**config.mk**
```make
export PLATFORM = sky130hd
export DESIGN_NAME = alternating_pulse_remote_encoder_core
export DESIGN_NICKNAME = d
export VERILOG_FILES = /design/src/design/ape_pkg.sv /design/src/design/alternating_pulse_remote_encoder_core.sv /design/src/design/ape_front.sv /design/src/design/ape_back.sv
export SDC_FILE = /design/constraint.sdc
export NUM_CORES = 1
export LEC_CHECK = 0
export ABC_AREA = 1
export BUFFER_PORTS_ARGS = -buffer_cell sky130_fd_sc_hd__buf_2
export CAP_MARGIN = 20
export CORE_MARGIN = 2
export CORE_UTILIZATION = 25
export DETAILED_ROUTE_END_ITERATION = 8
export SLEW_MARGIN = 20
export SYNTH_ARGS = -nofsm -noshare
export SYNTH_HDL_FRONTEND = slang
export SYNTH_SLANG_ARGS = --single-unit
```
**constraint.sdc**
```tcl
create_clock -name clock -period 7.6 [get_ports clock]
set_input_delay 0.76 -clock clock [delete_from_list [all_inputs] [get_ports clock]]
set_output_delay 0.76 -clock clock [all_outputs]
set_load 0.005 [all_outputs]
```
**src/design/ape_pkg.sv**
```systemverilog
// Shared types, constants and helpers of the alternating pulse remote encoder.
package ape_pkg;

   localparam int ID_BITS     = 16;
   localparam int KEY_BITS    = 7;
   localparam int TIMER_WIDTH = 16;
   localparam int FRAME_BITS  = ID_BITS + KEY_BITS;
   localparam int POS_W       = $clog2(FRAME_BITS + 1);
   localparam int REG_W       = 16;
   localparam int REPEAT_W    = 8;
   localparam int CSR_IDX_W   = 2;

   localparam logic OP_TICK  = 1'b0;
   localparam logic OP_START = 1'b1;

   localparam logic [CSR_IDX_W-1:0] CSR_START_TICKS   = 2'd0;
   localparam logic [CSR_IDX_W-1:0] CSR_SHORT_TICKS   = 2'd1;
   localparam logic [CSR_IDX_W-1:0] CSR_LONG_TICKS    = 2'd2;
   localparam logic [CSR_IDX_W-1:0] CSR_FRAME_REPEATS = 2'd3;

   localparam logic [REG_W-1:0]    START_TICKS_RESET   = 16'd500;
   localparam logic [REG_W-1:0]    SHORT_TICKS_RESET   = 16'd100;
   localparam logic [REG_W-1:0]    LONG_TICKS_RESET    = 16'd300;
   localparam logic [REPEAT_W-1:0] FRAME_REPEATS_RESET = 8'd181;

   typedef struct packed {
      logic                op;
      logic [ID_BITS-1:0]  remote_id;
      logic [KEY_BITS-1:0] keycode;
   } req_type;

   typedef struct packed {
      logic line_level;
      logic busy_res;
      logic accepted;
   } rsp_type;

   typedef struct packed {
      logic                  is_start;
      logic [FRAME_BITS-1:0] frame_word;
   } cmd_type;

   function automatic logic [TIMER_WIDTH-1:0] duration(input logic [REG_W-1:0] value);
      logic [TIMER_WIDTH-1:0] t;
      t = TIMER_WIDTH'(value);
      return (t == '0) ? TIMER_WIDTH'(1) : t;
   endfunction

endpackage

```
**src/design/alternating_pulse_remote_encoder_core.sv**
```systemverilog
// Top level of the alternating pulse remote encoder: front queue and frame sequencer.
//
//   channel  direction  handshake             payload
//   req_     in         req_valid/req_ready   ape_pkg::req_type (op, remote_id, keycode)
//   rsp_     out        rsp_valid/rsp_ready   ape_pkg::rsp_type (line_level, busy_res, accepted)
//   csr_     in         csr_we                csr_index, csr_wdata
//
// One transaction per cycle sustained while results are taken; the edge that pops a request
// from the two-entry front queue loads its result, so a request is queued before its result.
// The sequencer steps one request per cycle whenever the result register is free.
// Synchronous reset loads the default timing registers and leaves the line low and idle.
// A stalled result holds the sequencer; the queue keeps taking requests until full.
module alternating_pulse_remote_encoder_core (
   input  logic                          clock,
   input  logic                          reset,
   input  logic                          req_valid,
   output logic                          req_ready,
   input  ape_pkg::req_type              req_data,
   output logic                          rsp_valid,
   input  logic                          rsp_ready,
   output ape_pkg::rsp_type              rsp_data,
   input  logic                          csr_we,
   input  logic [ape_pkg::CSR_IDX_W-1:0] csr_index,
   input  logic [ape_pkg::REG_W-1:0]     csr_wdata
);

   logic             cmd_valid;
   logic             cmd_ready;
   ape_pkg::cmd_type cmd;

   ape_front u_front (
      .clock     (clock),
      .reset     (reset),
      .req_valid (req_valid),
      .req_ready (req_ready),
      .req_data  (req_data),
      .cmd_valid (cmd_valid),
      .cmd_ready (cmd_ready),
      .cmd       (cmd)
   );

   ape_back u_back (
      .clock     (clock),
      .reset     (reset),
      .csr_we    (csr_we),
      .csr_index (csr_index),
      .csr_wdata (csr_wdata),
      .cmd_valid (cmd_valid),
      .cmd_ready (cmd_ready),
      .cmd       (cmd),
      .rsp_valid (rsp_valid),
      .rsp_ready (rsp_ready),
      .rsp_data  (rsp_data)
   );

endmodule

```
**src/design/ape_front.sv**
```systemverilog
// Front end: accepts request transactions, classifies them and queues commands.
module ape_front (
   input  logic              clock,
   input  logic              reset,
   input  logic              req_valid,
   output logic              req_ready,
   input  ape_pkg::req_type  req_data,
   output logic              cmd_valid,
   input  logic              cmd_ready,
   output ape_pkg::cmd_type  cmd
);

   ape_pkg::cmd_type queue_ff [2];
   logic       wr_ptr_ff, wr_ptr_in;
   logic       rd_ptr_ff, rd_ptr_in;
   logic [1:0] count_ff, count_in;
   logic       push, pop;
   ape_pkg::cmd_type entry;

   assign req_ready = (count_ff != 2'd2);
   assign cmd_valid = (count_ff != 2'd0);
   assign cmd       = queue_ff[rd_ptr_ff];
   assign push      = req_valid && req_ready;
   assign pop       = cmd_valid && cmd_ready;

   always_comb begin
      entry.is_start   = (req_data.op == ape_pkg::OP_START);
      entry.frame_word = {req_data.remote_id[ape_pkg::ID_BITS-1:0],
                          req_data.keycode[ape_pkg::KEY_BITS-1:0]};
      wr_ptr_in = push ? ~wr_ptr_ff : wr_ptr_ff;
      rd_ptr_in = pop ? ~rd_ptr_ff : rd_ptr_ff;
      count_in  = count_ff;
      if (push && !pop) begin
         count_in = count_ff + 2'd1;
      end else if (pop && !push) begin
         count_in = count_ff - 2'd1;
      end
   end

   always_ff @(posedge clock) begin
      if (push) begin
         queue_ff[wr_ptr_ff] <= entry;
      end
   end

   always_ff @(posedge clock) begin
      if (reset) begin
         wr_ptr_ff <= 1'b0;
         rd_ptr_ff <= 1'b0;
         count_ff  <= 2'd0;
      end else begin
         wr_ptr_ff <= wr_ptr_in;
         rd_ptr_ff <= rd_ptr_in;
         count_ff  <= count_in;
      end
   end

`ifndef SYNTHESIS
   a_count_range: assert property (@(posedge clock) disable iff (reset)
      count_ff != 2'd3) else $error("queue count out of range");
   a_ptr_balance: assert property (@(posedge clock) disable iff (reset)
      (count_ff == 2'd1) |-> (wr_ptr_ff != rd_ptr_ff))
      else $error("queue pointers disagree with count");
   a_push_count: assert property (@(posedge clock) disable iff (reset)
      (push && !pop) |=> (count_ff == $past(count_ff) + 2'd1))
      else $error("push lost");
`endif

endmodule

```
**src/design/ape_back.sv**
```systemverilog
// Back end: pulse-width frame sequencer, configuration registers and result register.
module ape_back (
   input  logic                              clock,
   input  logic                              reset,
   input  logic                              csr_we,
   input  logic [ape_pkg::CSR_IDX_W-1:0]     csr_index,
   input  logic [ape_pkg::REG_W-1:0]         csr_wdata,
   input  logic                              cmd_valid,
   output logic                              cmd_ready,
   input  ape_pkg::cmd_type                  cmd,
   output logic                              rsp_valid,
   input  logic                              rsp_ready,
   output ape_pkg::rsp_type                  rsp_data
);

   localparam int FB = ape_pkg::FRAME_BITS;
   localparam int PW = ape_pkg::POS_W;
   localparam int TW = ape_pkg::TIMER_WIDTH;

   logic [ape_pkg::REG_W-1:0]    start_ticks_ff, short_ticks_ff, long_ticks_ff;
   logic [ape_pkg::REPEAT_W-1:0] frame_repeats_ff;

   logic          sending_ff, sending_in;
   logic [FB-1:0] frame_word_ff, frame_word_in;
   logic [PW-1:0] bit_position_ff, bit_position_in;
   logic          second_half_ff, second_half_in;
   logic          in_start_pulse_ff, in_start_pulse_in;
   logic [ape_pkg::REPEAT_W-1:0] frames_left_ff, frames_left_in;
   logic [TW-1:0] segment_timer_ff, segment_timer_in;
   logic          level_ff, level_in;
   logic          rsp_valid_ff, rsp_valid_in;
   ape_pkg::rsp_type rsp_data_ff;

   logic          step, took, cur_bit, nxt_bit;
   logic [PW-1:0] pos_inc;
   logic [TW-1:0] timer_dec;
   logic [ape_pkg::REPEAT_W-1:0] frames_dec;

   function automatic logic bit_at(input logic [FB-1:0] word, input logic [PW-1:0] pos);
      logic [PW-1:0] idx;
      idx = PW'(FB - 1) - pos;
      return (pos < PW'(FB)) ? word[idx[$clog2(FB)-1:0]] : 1'b0;
   endfunction

   assign cmd_ready = !rsp_valid_ff || rsp_ready;
   assign step      = cmd_valid && cmd_ready;
   assign rsp_valid = rsp_valid_ff;
   assign rsp_data  = rsp_data_ff;

   always_comb begin
      sending_in        = sending_ff;
      frame_word_in     = frame_word_ff;
      bit_position_in   = bit_position_ff;
      second_half_in    = second_half_ff;
      in_start_pulse_in = in_start_pulse_ff;
      frames_left_in    = frames_left_ff;
      segment_timer_in  = segment_timer_ff;
      level_in          = level_ff;
      took              = 1'b0;
      cur_bit           = bit_at(frame_word_ff, bit_position_ff);
      pos_inc           = bit_position_ff + PW'(1);
      nxt_bit           = bit_at(frame_word_ff, pos_inc);
      timer_dec         = segment_timer_ff - TW'(1);
      frames_dec        = frames_left_ff - ape_pkg::REPEAT_W'(1);
      rsp_valid_in      = rsp_valid_ff && !rsp_ready;

      if (step) begin
         rsp_valid_in = 1'b1;
         if (cmd.is_start) begin
            if (!sending_ff) begin
               frame_word_in     = cmd.frame_word;
               frames_left_in    = (frame_repeats_ff == '0) ?
                                   ape_pkg::REPEAT_W'(1) : frame_repeats_ff;
               sending_in        = 1'b1;
               in_start_pulse_in = 1'b1;
               level_in          = 1'b1;
               bit_position_in   = '0;
               second_half_in    = 1'b0;
               segment_timer_in  = ape_pkg::duration(start_ticks_ff);
               took              = 1'b1;
            end
         end else if (sending_ff) begin
            segment_timer_in = timer_dec;
            if (timer_dec == '0) begin
               if (in_start_pulse_ff) begin
                  in_start_pulse_in = 1'b0;
                  bit_position_in   = '0;
                  second_half_in    = 1'b0;
                  level_in          = 1'b0;
                  segment_timer_in  = bit_at(frame_word_ff, '0) ?
                                      ape_pkg::duration(long_ticks_ff) :
                                      ape_pkg::duration(short_ticks_ff);
               end else if (!cur_bit && !second_half_ff) begin
                  second_half_in   = 1'b1;
                  level_in         = !level_ff;
                  segment_timer_in = ape_pkg::duration(short_ticks_ff);
               end else begin
                  second_half_in  = 1'b0;
                  bit_position_in = pos_inc;
                  if (pos_inc >= PW'(FB)) begin
                     frames_left_in = frames_dec;
                     if (frames_dec == '0) begin
                        sending_in       = 1'b0;
                        level_in         = 1'b0;
                        bit_position_in  = '0;
                        segment_timer_in = '0;
                     end else begin
                        in_start_pulse_in = 1'b1;
                        level_in          = 1'b1;
                        bit_position_in   = '0;
                        segment_timer_in  = ape_pkg::duration(start_ticks_ff);
                     end
                  end else begin
                     level_in         = !level_ff;
                     segment_timer_in = nxt_bit ? ape_pkg::duration(long_ticks_ff) :
                                                  ape_pkg::duration(short_ticks_ff);
                  end
               end
            end
         end
      end
   end

   always_ff @(posedge clock) begin
      if (step) begin
         rsp_data_ff.line_level <= level_in;
         rsp_data_ff.busy_res   <= sending_in;
         rsp_data_ff.accepted   <= took;
      end
   end

   always_ff @(posedge clock) begin
      if (reset) begin
         start_ticks_ff    <= ape_pkg::START_TICKS_RESET;
         short_ticks_ff    <= ape_pkg::SHORT_TICKS_RESET;
         long_ticks_ff     <= ape_pkg::LONG_TICKS_RESET;
         frame_repeats_ff  <= ape_pkg::FRAME_REPEATS_RESET;
         sending_ff        <= 1'b0;
         frame_word_ff     <= '0;
         bit_position_ff   <= '0;
         second_half_ff    <= 1'b0;
         in_start_pulse_ff <= 1'b0;
         frames_left_ff    <= '0;
         segment_timer_ff  <= '0;
         level_ff          <= 1'b0;
         rsp_valid_ff      <= 1'b0;
      end else begin
         if (csr_we) begin
            case (csr_index)
               ape_pkg::CSR_START_TICKS:   start_ticks_ff   <= csr_wdata;
               ape_pkg::CSR_SHORT_TICKS:   short_ticks_ff   <= csr_wdata;
               ape_pkg::CSR_LONG_TICKS:    long_ticks_ff    <= csr_wdata;
               ape_pkg::CSR_FRAME_REPEATS: frame_repeats_ff <= csr_wdata[ape_pkg::REPEAT_W-1:0];
               default: ;
            endcase
         end
         sending_ff        <= sending_in;
         frame_word_ff     <= frame_word_in;
         bit_position_ff   <= bit_position_in;
         second_half_ff    <= second_half_in;
         in_start_pulse_ff <= in_start_pulse_in;
         frames_left_ff    <= frames_left_in;
         segment_timer_ff  <= segment_timer_in;
         level_ff          <= level_in;
         rsp_valid_ff      <= rsp_valid_in;
      end
   end

`ifndef SYNTHESIS
   a_idle_low: assert property (@(posedge clock) disable iff (reset)
      !sending_ff |-> !level_ff) else $error("line high while idle");
   a_pulse_high: assert property (@(posedge clock) disable iff (reset)
      (sending_ff && in_start_pulse_ff) |-> level_ff) else $error("start pulse not high");
   a_pos_range: assert property (@(posedge clock) disable iff (reset)
      bit_position_ff < PW'(FB)) else $error("bit position out of range");
   a_frames_live: assert property (@(posedge clock) disable iff (reset)
      sending_ff |-> (frames_left_ff != '0)) else $error("sending with no frames left");
   a_start_taken: assert property (@(posedge clock) disable iff (reset)
      (step && cmd.is_start && !sending_ff) |=> (sending_ff && rsp_data_ff.accepted))
      else $error("start transaction not taken");
`endif

endmodule

```
==> run metrics <==
outcome finished, final reports clean; GRT Overall Usage 13.2%; Final nets 1,270; total global routing overflow 0; Worst Skew 0.00874 ns; CP Buf/Inv Count 4; Avg Cell Area, Syn 7.55 sq um; number of remaining DRC errors 0; most used cell along the critical path nand2_1; Met3 Wirelength 1180 um; cell count after synthesis 1,187; Sw Ratio 47.4%; die width 193 um; drt pass-1 iters 5; later-pin clock latency in the skew report 0.44 ns; vias 7,987; CP startpoint kind flop; # placed instances 1,655; Synth Cell Area 8960 sq um; DR iter-0 viols 717; sequential share of power 29.5%; vias in the first global route 7,725; NetSw 2080 uW; maximum clock insertion buffer count 2; wl on met1 11,600 um; Initial Utilization 25.3%; post-cts sizing count 0; CP max stage delay 0.59 ns; pwr/cell area 430 nW/um^2; Area Overhead vs Synth 13.8%; clock share of power 19.7%; H-tree depth 4; io pins 52; Syn Nets 1,244; Via density 4.73; Comb pwr share 50.8%; Hold Crit Class flop to flop; first-pass GRT wire length 40,200 um; maximum vdd drop 0.203 mV; hold_ws 0.461 ns; Rel. slew slack 37.4%; WL met2 11,500 um; share of layout cells above drive strength 1 13.1%; area of the die 37,400 sq um; non-filler cells, final 1,687; sequential fraction of the synthesis area 43.4%; setup TNS 0 ns; Peak Freq 279 MHz; Port-buffer cells 51; Top delay family on crit path simple AND/OR/NAND/NOR gates; n_diodes 0; Final Hold Violating Endpoints 0; period utilization 47.1%; # clock sinks 169; peak fanout along the critical path 33; Routed Antenna Nets 0; critical path capture point type flop; Pint 2310 uW; LEAKAGE 0.00426 uW; final slew viol count 0; core area 35,400 sq um; Yosys cell types 50; largest net degree at the start of global routing 54; Clock Tree Root clkbuf_16; Critical Path AT 3.90 ns; detailed placement HPWL 17,800 um; per-cell routed wire length 14.7 um; setup violators final 0; clock period minus worst slack 3.58 ns; post-CTS setup buffer count 0; Synth warnings 0; DP Area 9620 sq um; GPL Wtd Cong 0.902; Worst-Margin Slew 0.938 ns; Die Span Y 193 um; CP Data Required Time 7.93 ns; clk slew on worst S/H paths 0.07 ns; Post-Route WL 24,800 um; number of synthesized register bits 169; top sig layer met4; Hold Buf Count CTS 0; CTS tree built; max-capacitance violation count 0; standard-cell row count 69; RSZ-0062 raised after global routing false; cts bufs inserted 17; antenna violations before repair 0; Worst Setup Path Type flop to flop; CP max-delay cell ha_1; CP Cell Sequence buf_4 -> inv_2 -> ha_1 -> inv_2 -> nand2_1 -> nand2_2 -> nand2_1 -> nand2_1 -> nand2_1 -> nand3_2 -> a21oi_4 -> nand2_2 -> nand2_2 -> nand2_4 -> inv_2 -> nor2_1 -> o21ai_1 -> nand2_1 -> nand2_1 -> a21oi_1; fin area 10,200 sq um
kinds of logic after synthesis:
logic type | count (synthesis) | share of synthesized area (%)
simple gates | 477 | 24.2
xor+xnor | 16 | 1.73
flops | 169 | 43.4
compound gates | 303 | 19.4
buf+inv | 206 | 9.13
fa+ha+maj | 10 | 1.40
mux | 6 | 0.740
per-stage QoR:
| step | util (%) | setup WS, ns | total power, uW |
|---|---|---|---|
| floorplan | - | 4.96 | 2980 |
| finish | 28.8 | 4.02 | 4390 |
| global placement | 27.2 | 4.13 | 3510 |
| detailed placement | 27.2 | 4.08 | 3520 |
| CTS | 28.8 | 4.07 | 4390 |
| global route | 28.8 | 3.75 | 4740 |
power groups by stage:
| stage | clock network [uW] | registers (uW) | logic [uW] |
|---|---|---|---|
| after global routing | 911 | 1310 | 2510 |
| after CTS | 879 | 1290 | 2220 |
| after detailed placement | 0 | 1310 | 2210 |
| after global placement | 0 | 1310 | 2200 |
| final | 864 | 1290 | 2230 |
| after floorplan | 0 | 1240 | 1740 |
placed cells by master (no fill, tap or decap), types with 4 or more instances in the layout:
master / n
nand2_1: 235
buf_4: 8
clkbuf_16: 17
nor4_1: 4
o21ai_1: 6
nor3_1: 11
mux2_2: 5
nor2_1: 99
inv_1: 144
nand2_2: 12
o21ai_0: 100
dfxtp_1: 118
edfxtp_1: 51
a211oi_1: 36
buf_2: 51
ha_1: 10
inv_2: 7
o22ai_1: 10
a21oi_2: 7
o211ai_1: 16
nand3_1: 64
xor2_1: 12
a21oi_1: 115
nand4_1: 16
nor2_2: 11
a31oi_1: 4
nand2_4: 5
nand3_2: 6
cells in the mapped netlist (all sizes together):
cell type,instances,area (sq um)
nand3,72,415
xnor2,2,17.5
a211oi,36,270
mux2i,1,10.0
nand2,252,1010
edfxtp,51,1530
o22ai,10,62.6
o211ai,16,120
mux2,5,56.3
ha,10,125
o31ai,1,7.51
nor2,112,458
buf,15,96.3
a21oi,123,653
inv,151,567
a31oi,4,25.0
dfxtp,118,2360
o2111ai,1,8.76
o311ai,1,8.76
o21ai,109,564
or2,3,18.8
nand4,17,113
nand3b,2,15.0
nor3,15,108
a41oi,2,17.5
clkinv,3,16.3
xor2,14,138
clkbuf,37,139
nor4,4,25.0
state kept, by name, indices dropped and copies added, names as in the netlist, 3 cells and up, named ones only:
register and cells:
u_back.bit_position_ff 5, u_back.frame_repeats_ff 8, u_back.frame_word_ff 23, u_back.frames_left_ff 8
u_back.long_ticks_ff 16, u_back.rsp_data 3, u_back.segment_timer_ff 16, u_back.short_ticks_ff 16
u_back.start_ticks_ff 16, u_front.queue_ff 48
per-layer routing:
layer	vias to the layer above	GRT usage, %
met5	-	0
met4	0	5.12
met3	38	2.32
met2	207	21.8
met1	3710	17.3
li1	4032	-
area by class of cell:
class,instances,area (sq um)
timing repair buffer,59,315
inverter,154,583
clock buffer,18,439
tap,461,577
sequential,169,3890
multi-input combinational,812,4260
fill,3807,25200
clock inverter,14,136
final timing paths:
path                                   from                          to  slack (ns)  cells past startpoint
hold reg to reg           u_front.rd_ptr_ff           u_front.rd_ptr_ff        0.46                      1
setup / recovery  u_back.bit_position_ff[0]  u_back.segment_timer_ff[1]        4.02                     20
hold / removal            u_front.rd_ptr_ff           u_front.rd_ptr_ff        0.46                      1
setup reg to reg  u_back.bit_position_ff[0]  u_back.segment_timer_ff[1]        4.02                     20
(Power assumes the default switching activity.)
